`config.mk`:
```
export PLATFORM = sky130hd
export DESIGN_NAME = rds_group_decoder
export DESIGN_NICKNAME = d
export VERILOG_FILES = /design/src/rtl/rdsgd_pkg.sv /design/src/rtl/rdsgd_text_store.sv /design/src/rtl/rds_group_decoder.sv
export SDC_FILE = /design/constraint.sdc
export NUM_CORES = 1
export LEC_CHECK = 0
export BUFFER_PORTS_ARGS = -buffer_cell sky130_fd_sc_hd__buf_2
export CORE_AREA = 2 2 286 288
export CTS_CLUSTER_SIZE = 12
export DETAILED_ROUTE_END_ITERATION = 8
export DIE_AREA = 0 0 288 290
export PLACE_DENSITY = 0.48
export SYNTH_ARGS = -nofsm -noshare
export SYNTH_HDL_FRONTEND = slang
export SYNTH_SLANG_ARGS = --single-unit
```
`constraint.sdc`:
```
create_clock -name aclk -period 13.1 [get_ports aclk]
set_clock_uncertainty 0.05 [all_clocks]
set_input_delay 1.31 -clock aclk [delete_from_list [all_inputs] [get_ports aclk]]
set_output_delay 1.31 -clock aclk [all_outputs]
set_load 0.01 [all_outputs]
```
`src/rtl/rdsgd_pkg.sv`:
```
package rdsgd_pkg;

    // program service name store
    localparam int PS_DEPTH = 8;
    localparam int PS_AW    = $clog2(PS_DEPTH);

    // radio text store, kept as rows of four bytes
    localparam int RT_ROWS  = 16;
    localparam int RT_RW    = $clog2(RT_ROWS);

    // read index limits: program service first, radio text after it
    localparam logic [6:0] PS_LIMIT   = 7'd8;
    localparam logic [6:0] TEXT_LIMIT = 7'd72;

    // group types with text payload
    localparam logic [3:0] GROUP_PS = 4'd0;
    localparam logic [3:0] GROUP_RT = 4'd2;

    typedef enum logic {
        OP_DECODE = 1'b0,
        OP_READ   = 1'b1
    } op_t;

    typedef logic [RT_RW-1:0] rt_row_t;
    typedef logic [31:0]      rt_word_t;

    // one row write into the radio text store
    typedef struct packed {
        logic     en;
        rt_row_t  row;
        rt_word_t data;
    } rt_wr_t;

endpackage

```
`src/rtl/rdsgd_text_store.sv`:
```
module rdsgd_text_store (
    input  logic                aclk,
    input  logic                aresetn,
    input  rdsgd_pkg::rt_wr_t   wr,
    input  logic                rd_en,
    input  rdsgd_pkg::rt_row_t  rd_row,
    output rdsgd_pkg::rt_word_t rd_data
);

    rdsgd_pkg::rt_word_t                 mem [rdsgd_pkg::RT_ROWS];
    logic [rdsgd_pkg::RT_ROWS-1:0]       row_valid_reg;
    rdsgd_pkg::rt_word_t                 rd_data_reg;
    logic                                rd_valid_reg;

    // row storage, one row written per cycle
    always_ff @(posedge aclk) begin
        if (wr.en) begin
            mem[wr.row] <= wr.data;
        end
    end

    // a row never written reads as zero
    always_ff @(posedge aclk) begin
        if (!aresetn) begin
            row_valid_reg <= '0;
        end else if (wr.en) begin
            row_valid_reg[wr.row] <= 1'b1;
        end
    end

    // registered read port
    always_ff @(posedge aclk) begin
        if (rd_en) begin
            rd_data_reg  <= mem[rd_row];
            rd_valid_reg <= row_valid_reg[rd_row];
        end
    end

    assign rd_data = rd_valid_reg ? rd_data_reg : '0;

endmodule

```
`src/rtl/rds_group_decoder.sv`:
```
// RDS group decoder. Each request carries either one received RDS group to
// decode (tuser low) or a read of one stored text byte (tuser high). A group
// is decoded only while fm_active is set and the group has sync; it updates
// PI, PTY, TP, TA and the last group type, and group 0 / group 2 write two
// program-service or four radio-text bytes. Every request gives exactly one
// result, whose stored fields show the state after that request. One request
// is taken per clock while the result is not held; a result passes through
// an input register and a result stage that also holds the registered read
// of the radio-text row memory. Both text stores read as zero after reset:
// PS bytes by reset, radio-text rows by a per-row valid bit with no clearing pass.
module rds_group_decoder (
    input  logic        aclk,
    input  logic        aresetn,
    // configuration: fm_active
    input  logic        cfg_wr_en,
    input  logic        cfg_wr_data,
    // request channel
    input  logic        s_tvalid,
    output logic        s_tready,
    // [0] rds_sync, [16:1] block_a, [32:17] block_b, [48:33] block_c,
    // [64:49] block_d, [71:65] read_index
    input  logic [71:0] s_tdata,
    // [0] operation
    input  logic        s_tuser,
    // result channel
    output logic        m_tvalid,
    input  logic        m_tready,
    // [15:0] station_pi, [20:16] station_pty, [21] traffic_program,
    // [22] traffic_announce, [26:23] group_kind, [27] data_valid,
    // [35:28] read_byte, [39:36] zero
    output logic [39:0] m_tdata,
    // [0] accepted
    output logic        m_tuser
);

    // configuration
    logic fm_active_reg;

    // input stage
    logic        p1_valid_reg;
    logic        p1_op_reg;
    logic        p1_sync_reg;
    logic [15:0] p1_a_reg;
    logic [15:0] p1_b_reg;
    logic [15:0] p1_c_reg;
    logic [15:0] p1_d_reg;
    logic [6:0]  p1_idx_reg;

    // decoder state
    logic [7:0]  ps_reg [rdsgd_pkg::PS_DEPTH];
    logic [15:0] pi_reg;
    logic [4:0]  pty_reg;
    logic [1:0]  tp_ta_reg;
    logic [3:0]  last_group_reg;
    logic        seen_reg;

    // result stage
    logic        out_valid_reg;
    logic        out_accepted_reg;
    logic        out_text_sel_reg;
    logic [1:0]  out_byte_sel_reg;
    logic [7:0]  out_ps_byte_reg;

    logic        advance;
    logic        is_read;
    logic        group_ok;
    logic        decode_ok;
    logic [3:0]  kind;
    logic [6:0]  text_off;
    logic        is_ps;
    logic        is_rt;
    logic        out_accepted_next;
    logic        out_text_sel_next;
    logic [7:0]  out_ps_byte_next;
    logic [7:0]  text_byte;
    logic [7:0]  read_byte;

    rdsgd_pkg::rt_wr_t   rt_wr;
    rdsgd_pkg::rt_word_t rt_rd_data;

    // handshake: input stage moves on when the result slot is free or emptying
    assign advance  = p1_valid_reg && (!out_valid_reg || m_tready);
    assign s_tready = !p1_valid_reg || advance;
    assign m_tvalid = out_valid_reg;

    // configuration register
    always_ff @(posedge aclk) begin
        if (!aresetn) begin
            fm_active_reg <= 1'b0;
        end else if (cfg_wr_en) begin
            fm_active_reg <= cfg_wr_data;
        end
    end

    // input register
    always_ff @(posedge aclk) begin
        if (!aresetn) begin
            p1_valid_reg <= 1'b0;
        end else if (s_tready) begin
            p1_valid_reg <= s_tvalid;
        end
    end

    always_ff @(posedge aclk) begin
        if (s_tvalid && s_tready) begin
            p1_op_reg   <= s_tuser;
            p1_sync_reg <= s_tdata[0];
            p1_a_reg    <= s_tdata[16:1];
            p1_b_reg    <= s_tdata[32:17];
            p1_c_reg    <= s_tdata[48:33];
            p1_d_reg    <= s_tdata[64:49];
            p1_idx_reg  <= s_tdata[71:65];
        end
    end

    // request decode
    assign is_read   = (rdsgd_pkg::op_t'(p1_op_reg) == rdsgd_pkg::OP_READ);
    assign group_ok  = !is_read && fm_active_reg && p1_sync_reg;
    assign decode_ok = advance && group_ok;
    assign kind      = p1_b_reg[15:12];
    assign text_off  = p1_idx_reg - rdsgd_pkg::PS_LIMIT;
    assign is_ps     = (p1_idx_reg < rdsgd_pkg::PS_LIMIT);
    assign is_rt     = !is_ps && (p1_idx_reg < rdsgd_pkg::TEXT_LIMIT);

    // header fields of an accepted group
    always_ff @(posedge aclk) begin
        if (!aresetn) begin
            pi_reg         <= '0;
            pty_reg        <= '0;
            tp_ta_reg      <= '0;
            last_group_reg <= '0;
            seen_reg       <= 1'b0;
        end else if (decode_ok) begin
            pi_reg         <= p1_a_reg;
            pty_reg        <= p1_b_reg[9:5];
            tp_ta_reg      <= {p1_b_reg[10], p1_b_reg[4]};
            last_group_reg <= kind;
            seen_reg       <= 1'b1;
        end
    end

    // program service bytes, two per group 0
    always_ff @(posedge aclk) begin
        if (!aresetn) begin
            ps_reg <= '{default: 8'h00};
        end else if (decode_ok && kind == rdsgd_pkg::GROUP_PS) begin
            ps_reg[{p1_b_reg[1:0], 1'b0}] <= p1_d_reg[15:8];
            ps_reg[{p1_b_reg[1:0], 1'b1}] <= p1_d_reg[7:0];
        end
    end

    // radio text row write, lowest byte lands at the lowest address
    always_comb begin
        rt_wr.en   = decode_ok && (kind == rdsgd_pkg::GROUP_RT);
        rt_wr.row  = p1_b_reg[rdsgd_pkg::RT_RW-1:0];
        rt_wr.data = {p1_d_reg[7:0], p1_d_reg[15:8], p1_c_reg[7:0], p1_c_reg[15:8]};
    end

    rdsgd_text_store u_text_store (
        .aclk    (aclk),
        .aresetn (aresetn),
        .wr      (rt_wr),
        .rd_en   (advance && is_read && is_rt),
        .rd_row  (text_off[5:2]),
        .rd_data (rt_rd_data)
    );

    // result stage contents
    always_comb begin
        out_accepted_next = group_ok;
        out_text_sel_next = is_read && is_rt;
        out_ps_byte_next  = (is_read && is_ps) ? ps_reg[p1_idx_reg[rdsgd_pkg::PS_AW-1:0]]
                                               : 8'h00;
    end

    always_ff @(posedge aclk) begin
        if (!aresetn) begin
            out_valid_reg <= 1'b0;
        end else if (advance) begin
            out_valid_reg <= 1'b1;
        end else if (m_tready) begin
            out_valid_reg <= 1'b0;
        end
    end

    always_ff @(posedge aclk) begin
        if (advance) begin
            out_accepted_reg <= out_accepted_next;
            out_text_sel_reg <= out_text_sel_next;
            out_byte_sel_reg <= text_off[1:0];
            out_ps_byte_reg  <= out_ps_byte_next;
        end
    end

    // byte select from the registered text row
    always_comb begin
        unique case (out_byte_sel_reg)
            2'd0:    text_byte = rt_rd_data[7:0];
            2'd1:    text_byte = rt_rd_data[15:8];
            2'd2:    text_byte = rt_rd_data[23:16];
            default: text_byte = rt_rd_data[31:24];
        endcase
        read_byte = out_text_sel_reg ? text_byte : out_ps_byte_reg;
    end

    // stored fields are shown live: they only change when the result moves on
    assign m_tdata = {4'b0000, read_byte, seen_reg, last_group_reg,
                      tp_ta_reg[0], tp_ta_reg[1], pty_reg, pi_reg};
    assign m_tuser = out_accepted_reg;

    // an accepted group always leaves the valid flag set
    assert property (@(posedge aclk) disable iff (!aresetn)
        out_valid_reg && out_accepted_reg |-> seen_reg)
        else $error("accepted result without data_valid");

    // input side only stalls when both stages are full and the output is held
    assert property (@(posedge aclk) disable iff (!aresetn)
        !s_tready |-> p1_valid_reg && out_valid_reg && !m_tready)
        else $error("input stalled with room in the pipeline");

    // a decode request never returns radio text
    assert property (@(posedge aclk) disable iff (!aresetn)
        out_valid_reg && out_accepted_reg |-> !out_text_sel_reg)
        else $error("decode result selects a text byte");

    // a pending request keeps its stored state while the result is held
    assert property (@(posedge aclk) disable iff (!aresetn)
        out_valid_reg && !m_tready |=> $stable(pi_reg) && $stable(seen_reg))
        else $error("state changed under a held result");

endmodule
```
==> flow_summary_export.csv <==
group,metric,value,unit
detailed_routing,wl_met3,2.910,mm
global_route,grt_pass1_vias,14370,
power,max-vdd-ir-drop,0.08725,mV
yosys,avgSynthCellArea,19.65,µm²
sta,rsz0062_at_grt,"false",
cells_and_area,diodes,0,
floorplanning,core,80160,µm²
sta,tns,0,ns
worst_hold_path,hold_class,"reg -> reg",
detailed_routing,drt_iter0_drc,952,
setup_path,end_kind,"primary output",
yosys,syn-instance-count,1425,
setup_path,worstSetupStartpointType,"flop",
power,switchingPower,1028,µW
clock_network,cts_buffers,80,
job,cap_violations,0,
clock_network,clk-insertion-delay-late,0.61,ns
yosys,synth-main-ff-cell,"edfxtp_1",
power,switching_share,0.2113,
sta,hold_viol,0,
floorplanning,rows,104,
cells_and_area,fin_nets,1647,
placement,globalplace.congestion,0.7131,
floorplanning,start_util,0.3494,
setup_path,cp_max_fo,8,
sta,max_freq,257.8,MHz
power,power_density,151.7,nW/µm²
detailed_routing,num_vias,13450,
detailed_routing,viasPerCell,5.009,
power,p_int,3838,µW
yosys,yosysUniqueCellTypes,44,
clock_network,cts-resized-gates,0,
floorplanning,ioPinCount,122,
clock_network,clockBufferDepth,3,
yosys,synthTopCellsByArea,"edfxtp_1, mux4_2, dfxtp_1",
detailed_routing,drcViolationCount,0,
global_route,grt_pass1_wl,95.05,mm
sta,post-route-min-period,3.880,ns
yosys,yosysTopAreaCell,"edfxtp_1",
power,combPwrFrac,0.039,
setup_path,crit_arrival,2.52,ns
clock_network,cts_tree,"yes",
clock_network,root_buffer,"clkbuf_16",
detailed_routing,ant_nets,0,
yosys,synthArstFlopShare,0,
detailed_routing,drt_pre_antenna_iters,5,
sta,relSlewSlack,0.2606,
setup_path,path_buf_inv,1,
cells_and_area,fillers,7302,
cells_and_area,final_layout_size_suffix_gt1_frac,0.2651,
yosys,yosys.cell_count.top_type,"edfxtp_1",
power,power.share.clock,0.424,
floorplanning,dieHeight,290,µm
setup_path,path_class,"reg -> out",
yosys,synth_area,28010,µm²
placement,dpl_worst_slack,9.244,ns
cells_and_area,area_delta_synth_final,14.57,%
detailed_routing,wl,64.40,mm
detailed_routing,routed-wl-met2,31.04,mm
power,seqPwrFrac,0.537,
outcome,status,"completed",
sta,setup_viol_count_final,0,
placement,dpl.hpwl,33.30,mm
global_route,grt_usage,0.1562,
detailed_routing,wl_met1,28.81,mm
clock_network,holdBufCountCts,0,
yosys,yosysSeqAreaShare,0.7538,
placement,port_buffers,116,
setup_path,slowest_delay,0.73,ns
yosys,synth.top_cell.area_share,0.6744,
yosys,ys_ff_latch,740,
sta,slew_viol_final,0,
setup_path,crit_path_cell_trace,"mux4_2 -> nand3_1 -> o21ai_0 -> buf_2",
sta,tightest_slew,1.109,ns
clock_network,clk_pin_slew,0.06,ns
sta,final.setup.worst_slack,9.220,ns
cells_and_area,largest_reg_flops,512,
detailed_routing,wl_per_cell,23.98,µm
setup_path,cp_top_family,"flip-flops",
global_route,grt_max_degree,134,
global_route,antenna_found_initial,2,
power,leakage,0.01036,µW
clock_network,htreeDepth,3,
clock_network,cts_setup_buffers,0,
floorplanning,die_width,288,µm
global_route,gr-total-overflow,0,
yosys,synth_warnings,0,
floorplanning,dieArea,83520,µm²
setup_path,cp.required,11.74,ns
detailed_routing,top_layer,"met5",
clock_network,cts_sinks,740,
setup_path,slowest_stage,"edfxtp_1",
yosys,synth_edf_count,629,
sta,fin_crit_sh,0.2962,
yosys,synth_common_cells,"edfxtp_1, nand2_1, mux4_2",
==> worst register-to-register path, cell delays in order, from the launching register on <==
cell      delay [ns]
edfxtp_1        0.37
buf_12          0.64
inv_1           0.21
ha_1            0.28
xnor2_1         0.33
and2_2          0.56
buf_4           0.48
a22oi_1         0.16
nand2_1         0.19
==> final cells by class <==
class,instances,area [µm²],share of cell area
Clock buffer,106,2182,0.06801
Multi-Input combinational cell,592,6426,0.2003
Tap cell,1060,1326,0.04134
Timing Repair Buffer,142,803.3,0.02504
Clock inverter,35,196.4,0.006122
Sequential cell,740,21110,0.6579
Inverter,11,41.29,0.001287
==> cells by family (layout without fill, tap and decap cells) <==
family                     count (synthesis)  in the layout  synth area share
DFF                                      740            740            0.7538
and+or+nand+nor                          235            235           0.04008
muxes                                    229            229            0.1515
AOI/OAI and AO/OA                        120            120           0.03136
buffers and inverters                     96            294           0.02171
xor gates and xnor gates                   3              3         0.0009384
adders and majority gates                  1              1         0.0004467
other                                      1              4         0.0001339
==> metrics by stage <==
step | power (µW) | hold WS (ns) | std cells | utilization | cell area [µm²]
after floorplan | 2772 | 0.3698 | 1428 | - | 28020
final | 4866 | 0.4039 | 2686 | 0.4003 | 32090
after detailed placement | 2859 | 0.3969 | 2545 | 0.3706 | 29710
after CTS | 4940 | 0.4075 | 2686 | 0.4003 | 32090
after global placement | 2857 | 0.3899 | 2545 | 0.3706 | 29710
after global routing | 5043 | 0.4171 | 2686 | 0.4003 | 32090
==> routing by layer <==
| metal | track usage | vias up |
|---|---|---|
| met5 | 0 | - |
| met4 | 0.04297 | 2 |
| met3 | 0.03247 | 98 |
| met2 | 0.2513 | 299 |
| met1 | 0.2150 | 7070 |
| li1 | - | 5984 |
==> worst paths after layout <==
kind                  startpoint                      endpoint  slack [ns]  cells past startpoint
max          out_byte_sel_reg[0]                   m_tdata[30]        9.22                      4
min                   ps_reg[27]                    ps_reg[27]        0.40                      2
max reg2reg        p1_idx_reg[3]  u_text_store.rd_data_reg[15]        9.66                      8
min reg2reg           ps_reg[27]                    ps_reg[27]        0.40                      2
==> power by group through the flow <==
stage | Clock, µW | Sequential, µW | Combinational [µW]
finish | 2060 | 2610 | 190
global route | 2220 | 2620 | 207
CTS | 2130 | 2610 | 197
detailed placement | 0 | 2660 | 196
global placement | 0 | 2660 | 196
floorplan | 0 | 2650 | 126
==> layout by cell type, fill, tap and decap left out, drive strengths merged, types with 5 or more instances in the layout <==
master and n:
edfxtp 629, clkbuf 106, nor2 15, nand2 172, inv 13, mux2i 73, mux4 156, o21ai 8
o21a 17, a21boi 27, buf 142, clkinv 32, nor4 16, dfxtp 111, and2 5, a22oi 66
nand3 9
Note: power is estimated with default switching activity, not from simulation.
